## config.mk

```make
export PLATFORM = sky130hd
export DESIGN_NAME = dptc_ctrl
export DESIGN_NICKNAME = d
export VERILOG_FILES = /design/src/dptc_pkg.sv /design/src/dptc_ctrl.sv
export SDC_FILE = /design/constraint.sdc
export NUM_CORES = 1
export LEC_CHECK = 0
export ABC_AREA = 0
export BUFFER_PORTS_ARGS = -buffer_cell sky130_fd_sc_hd__buf_4
export CAP_MARGIN = 20
export CORE_MARGIN = 10
export CORE_UTILIZATION = 52
export DETAILED_ROUTE_END_ITERATION = 12
export HOLD_SLACK_MARGIN = 0.06
export PLACE_DENSITY = 0.81
export SLEW_MARGIN = 20
export SYNTH_ARGS = -nofsm -noshare
export SYNTH_HDL_FRONTEND = slang
export SYNTH_SLANG_ARGS = --single-unit
```

## constraint.sdc

```tcl
create_clock -name aclk -period 2.82 [get_ports aclk]
set_clock_uncertainty 0.2 [all_clocks]
set_input_delay 0.423 -clock aclk [delete_from_list [all_inputs] [get_ports aclk]]
set_output_delay 0.423 -clock aclk [all_outputs]
set_load 0.005 [all_outputs]
```

## src/dptc_pkg.sv

```systemverilog
package dptc_pkg;

    // Default sizing of the table and of the fixed-point format.
    localparam int ENTRIES_DEF        = 256;
    localparam int MAX_COEFS_DEF      = 6;
    localparam int TIME_FRAC_BITS_DEF = 8;

    // Key layout: detector, layer, wire from the top bit down.
    localparam int DET_W   = 7;
    localparam int LAYER_W = 5;
    localparam int WIRE_W  = 8;
    localparam int KEY_W   = DET_W + LAYER_W + WIRE_W;
    localparam int COEF_W  = 64;
    localparam int TIME_W  = 32;
    localparam int CNT_W   = 3;

    // Beat widths on the two channels.
    localparam int S_TDATA_W = 128;
    localparam int S_TUSER_W = 1;
    localparam int M_TDATA_W = 72;
    localparam int M_TUSER_W = 4;

    // Request kinds.
    localparam logic REQ_SET     = 1'b0;
    localparam logic REQ_CONVERT = 1'b1;

    // Result status codes.
    localparam logic [1:0] ST_OK    = 2'd0;
    localparam logic [1:0] ST_WIRE0 = 2'd1;
    localparam logic [1:0] ST_FULL  = 2'd2;

    // Match source codes.
    localparam logic [1:0] SRC_EXACT   = 2'd0;
    localparam logic [1:0] SRC_DEFAULT = 2'd1;
    localparam logic [1:0] SRC_NONE    = 2'd2;

    // Datapath operations issued by the controller, one per cycle.
    typedef enum logic [3:0] {
        OP_NONE   = 4'd0,
        OP_LOAD   = 4'd1,
        OP_SCAN   = 4'd2,
        OP_SET    = 4'd3,
        OP_PICK   = 4'd4,
        OP_COUNT  = 4'd5,
        OP_RDTOP  = 4'd6,
        OP_LDACC  = 4'd7,
        OP_MUL_LO = 4'd8,
        OP_MUL_HI = 4'd9,
        OP_SUM    = 4'd10,
        OP_ACC    = 4'd11,
        OP_EMIT   = 4'd12
    } dp_op_t;

    typedef struct packed {
        dp_op_t op;
    } dp_cmd_t;

    typedef struct packed {
        logic scan_done;
        logic is_convert;
        logic have_hit;
        logic cnt_zero;
        logic deg_zero;
        logic out_free;
    } dp_stat_t;

endpackage

```

## src/dptc_ctrl.sv

```systemverilog
module dptc_ctrl (
    input  logic               aclk,
    input  logic               aresetn,
    input  logic               s_tvalid,
    output logic               s_tready,
    input  dptc_pkg::dp_stat_t stat,
    output dptc_pkg::dp_cmd_t  cmd
);
    import dptc_pkg::*;

    typedef enum logic [10:0] {
        ST_IDLE   = 11'b000_0000_0001,
        ST_SCAN   = 11'b000_0000_0010,
        ST_DECIDE = 11'b000_0000_0100,
        ST_COUNT  = 11'b000_0000_1000,
        ST_TOP    = 11'b000_0001_0000,
        ST_LOAD   = 11'b000_0010_0000,
        ST_MUL_LO = 11'b000_0100_0000,
        ST_MUL_HI = 11'b000_1000_0000,
        ST_SUM    = 11'b001_0000_0000,
        ST_ACC    = 11'b010_0000_0000,
        ST_EMIT   = 11'b100_0000_0000
    } state_t;

    state_t state_reg, state_next;

    assign s_tready = (state_reg == ST_IDLE);

    // Sequencer: one datapath operation per cycle.
    always_comb begin
        state_next = state_reg;
        cmd.op     = OP_NONE;
        unique case (state_reg)
            ST_IDLE: begin
                if (s_tvalid) begin
                    cmd.op     = OP_LOAD;
                    state_next = ST_SCAN;
                end
            end
            ST_SCAN: begin
                cmd.op = OP_SCAN;
                if (stat.scan_done) begin
                    state_next = ST_DECIDE;
                end
            end
            ST_DECIDE: begin
                if (!stat.is_convert) begin
                    cmd.op     = OP_SET;
                    state_next = ST_EMIT;
                end else begin
                    cmd.op     = OP_PICK;
                    state_next = stat.have_hit ? ST_COUNT : ST_EMIT;
                end
            end
            ST_COUNT: begin
                cmd.op     = OP_COUNT;
                state_next = stat.cnt_zero ? ST_EMIT : ST_TOP;
            end
            ST_TOP: begin
                cmd.op     = OP_RDTOP;
                state_next = ST_LOAD;
            end
            ST_LOAD: begin
                cmd.op     = OP_LDACC;
                state_next = stat.deg_zero ? ST_EMIT : ST_MUL_LO;
            end
            ST_MUL_LO: begin
                cmd.op     = OP_MUL_LO;
                state_next = ST_MUL_HI;
            end
            ST_MUL_HI: begin
                cmd.op     = OP_MUL_HI;
                state_next = ST_SUM;
            end
            ST_SUM: begin
                cmd.op     = OP_SUM;
                state_next = ST_ACC;
            end
            ST_ACC: begin
                cmd.op     = OP_ACC;
                state_next = stat.deg_zero ? ST_EMIT : ST_MUL_LO;
            end
            ST_EMIT: begin
                if (stat.out_free) begin
                    cmd.op     = OP_EMIT;
                    state_next = ST_IDLE;
                end
            end
            default: begin
                state_next = ST_IDLE;
            end
        endcase
    end

    always_ff @(posedge aclk) begin
        if (!aresetn) begin
            state_reg <= ST_IDLE;
        end else begin
            state_reg <= state_next;
        end
    end

endmodule

```

* Yosys cells after proc, flatten, opt, wreduce, memory -nomap -nowiden
Index checks and enable logic that the tools add are counted.
** Storage, ports and cells
- Register bits after elaboration :: 11
- Input bits :: 9
- Output and inout port bits :: 5
- Logic and storage cells :: 29
** Operators by class
- Eq/ne operators :: 14
- Muxes and demuxes :: 12
- Reduce and logical (&&, ||, !) cells :: 2
** Operators by type and width (count)
- case mux 11 bit (10 select lines) :: 1
- two-way mux 11 bit :: 7
- case mux 4 bit (11 select lines) :: 1
- equality test 11 x 1 -> 1 bit, second input constant :: 1
- equality test 11 x 10 -> 1 bit, second input constant :: 1
- equality test 11 bit, second input constant :: 1
- equality test 11 x 2 -> 1 bit, second input constant :: 1
- equality test 11 x 3 -> 1 bit, second input constant :: 1
- equality test 11 x 4 -> 1 bit, second input constant :: 1
- equality test 11 x 5 -> 1 bit, second input constant :: 1
- equality test 11 x 6 -> 1 bit, second input constant :: 1
- equality test 11 x 7 -> 1 bit, second input constant :: 1
- equality test 11 x 8 -> 1 bit, second input constant :: 1
- equality test 11 x 9 -> 1 bit, second input constant :: 1
- inequality test 2 bit, second input constant :: 3
- two-way mux 4 bit :: 1
- two-way mux 3 bit :: 1
- AND reduction 3 bit :: 1
- OR reduction 2 bit :: 1
- two-way mux 1 bit :: 1

* Logic depth before layout (Yosys ltp)
- Depth in word-level cells :: 3
- Mapped depth :: 6
- Depth with buffers taken out :: 5

* Worst setup path before layout
OpenSTA, ideal clock, no wires.
- Kind :: reg-to-output
- Start point :: register state_reg[10]
- End point :: output cmd[0] in the netlist's numbering
- Data arrival time :: 1.618 ns
- Slack :: 0.579 ns
- Cell stages (with the launch flop) :: 7
- Path through :: dfxtp_1 -> buf_6 -> nor3_4 -> nand2_2 -> or3_4 -> or3b_4 -> nand4b_1
** RTL lines
- from (decl) :: RTL line dptc_ctrl.sv:25 : state_t state_reg, state_next;
- from (signal assigned) :: RTL line dptc_ctrl.sv:99 : state_reg <= state_next;
- to (decl) :: RTL line dptc_ctrl.sv:7 : output dptc_pkg::dp_cmd_t cmd

==> reports/metrics.cfg <==
[timing]
finalSetupTns_ns=0
finalMaxSlewViolations=0
final_cycle_utilization_of_the_critical_path_pct=96.8
unrepaired_setup_endpoints_after_global_routing=no
timing_worst_slew_pin_value_ns=0.425
period_needed_ns=2.73
worst_slew_margin_rel_pct=71.5
whs_ns=0.110
timing_hold_violations_final=0
clock.fmax_mhz=366
finalSetupViolCount=0

[grt]
maximum_number_of_pins_on_one_net_before_global_route_repair=9
grt.total_usage_pct=11.1
grt_pass1_wl_um=3110
globalRoute.totalOverflow=0
grt_antenna_before_repair=0
vias_in_the_first_global_route=726

[final_layout]
largest_register_ffs=11
post_layout_nonfiller_instances=111
area.sequential_um2=220
drive_gt1_share_pct=34.4
multiInputGateArea_um2=503
fillerInstances=123
final_nets=106
num_antenna_cells=0
syn_to_final_growth_pct=17.7

[power]
worst_ir_drop_vdd_mv=0.387
areal_power_density_over_the_cells_nw_per_um2=494
power.static_leakage_uw=0.000344

[setup_path]
crit_arrival_ns=2.11
start_kind=flip-flop
worst-setup-path-type=flip-flop to output port
endpoint_kind=output port
worst_ep_required_time_ns=2.20
cp_max_fo=5

[placed_design]
io_buffers=13
place_congestion=0.828
post-place-cells=107
hpwlAfterDp_um=1490

[detailed_routing]
route.detailed.wl_per_inst_um=16.5
drt-initial-drc-count=31
wirelength_um=1830
dr_wl_met3_um=148
via_per_inst=6.34
firstDrtPassIters=4
met1Wirelength_um=847
detailroute.via_count=704
route.top_layer_used=met4
detail-route-antenna-nets=0
route.detailed.drc=0
routed-wl-met2_um=823

[outcome]
run_status=finished, final reports clean

[clocking]
cts.path.max_buffers=2
clock_latency_ns=0.28
tritoncts=built
clk_pin_slew_ns=0.08
cts_sink_count=11
cts_max_level=1
cts-root-buf=clkbuf_4
cts_inserted_buffers=3
cts_resized=0

[die]
initial_core_util_pct=56.2
num_io_pins=14
num_rows=13
die_w_um=58.0
core_area_um2=1330
die_area_um2=3360
die_h_um=58.0

[logic_synthesis]
async_reset_ff_share_pct=0
postSynthAreaPerCell_um2=9.37
most_used_flip_flop_cell_after_synthesis=dfxtp_1
netlist.area_leader.share_pct=29.4
synthDominantAreaCellType=dfxtp_1
fraction_of_the_yosys_area_taken_by_sequential_cells_pct=29.4
yosys.cell_types.count=39
synth.most_common_cell=dfxtp_1
ys_seq_elements=11
netlist_instances=80
number_of_flops_mapped_to_enable_cells_by_yosys=0
ys_top_cells_by_area=dfxtp_1 (29%), nor4_4 (5.7%), nor4b_1 (3.5%)
synth_area_um2=749
synth_warnings=0
yosys-top-cells-count=dfxtp_1 (11), nor2_1 (5)
synth_fp_nets=89

[flow_run]
maxCapViolations=0

[worst_hold_path]
worst_hold_check_path_type=input port to flip-flop

==> logic make-up (layout without fill, tap and decap cells) <==
family / count (synthesis) / in the layout / synth area share [%]
simple gates: 46 / 46 / 45.9
xor+xnor: 1 / 1 / 1.17
compound gates: 17 / 17 / 20.0
flops: 11 / 11 / 29.4
buf+inv: 5 / 21 / 3.51
==> area by class of cell <==
cell class	count	area share (%)
Sequential cell	11	25.0
Tap cell	15	2.13
Clock inverter	1	0.567
Multi-Input combinational cell	64	57.0
Inverter	4	1.70
Clock buffer	3	2.55
Timing Repair Buffer	13	11.1
==> worst max-delay path, stage by stage, from the launching register on <==
cell and delay (ns):
dfxtp_1 0.37, nor4_4 0.38, nand2_2 0.09, or3_4 0.36
or3b_4 0.42, nand4b_1 0.09, buf_4 0.11
==> power by group <==
group / internal, µW / switching, µW
Combinational: 77.4 / 66.5
Sequential: 163 / 16.5
Clock: 52.6 / 59.1
Total: 293 / 142
==> cells in the final DEF (no fill, tap or decap), types with 4 or more instances in the layout <==
master / n
nor2_1: 5
buf_4: 13
nand2_1: 4
dfxtp_1: 11
inv_1: 4
nand2b_1: 4
nand3_1: 4
==> per-layer routing <==
| metal | GRT usage (%) | vias to the layer above |
|---|---|---|
| met4 | 3.02 | 0 |
| li1 | - | 339 |
| met3 | 3.49 | 2 |
| met5 | 0 | - |
| met1 | 13.7 | 338 |
| met2 | 17.9 | 25 |
==> through the flow <==
step           setup WS [ns]  total power (µW)  area [µm²]  util [%]
4_1_cts               0.0946               436         882      66.1
5_1_grt              0.00848               454         882      66.1
6_report              0.0901               435         882      66.1
2_1_floorplan          0.579               286         749         -
3_3_place_gp           0.435               326         855      64.1
3_5_place_dp           0.390               329         855      64.1
==> repair_timing <==
| action | 4_1_cts | 5_1_grt |
|---|---|---|
| endpoints found under the hold margin | 0 | 0 |
| endpoints found under the setup margin | 0 | 1 |
| setup buffers | 0 | 0 |
| hold buffers | 0 | 0 |
==> worst paths after layout <==
kind / start / cells after the start / end / slack (ns)
worst min-delay path: stat[2] / 2 / state_reg[4] / 0.11
worst max register to register: state_reg[4] / 5 / state_reg[7] / 0.80
worst max-delay path: state_reg[1] / 6 / cmd[0] / 0.09
worst min register to register: state_reg[4] / 2 / state_reg[5] / 0.36
Note: power is estimated with default switching activity, not from simulation.
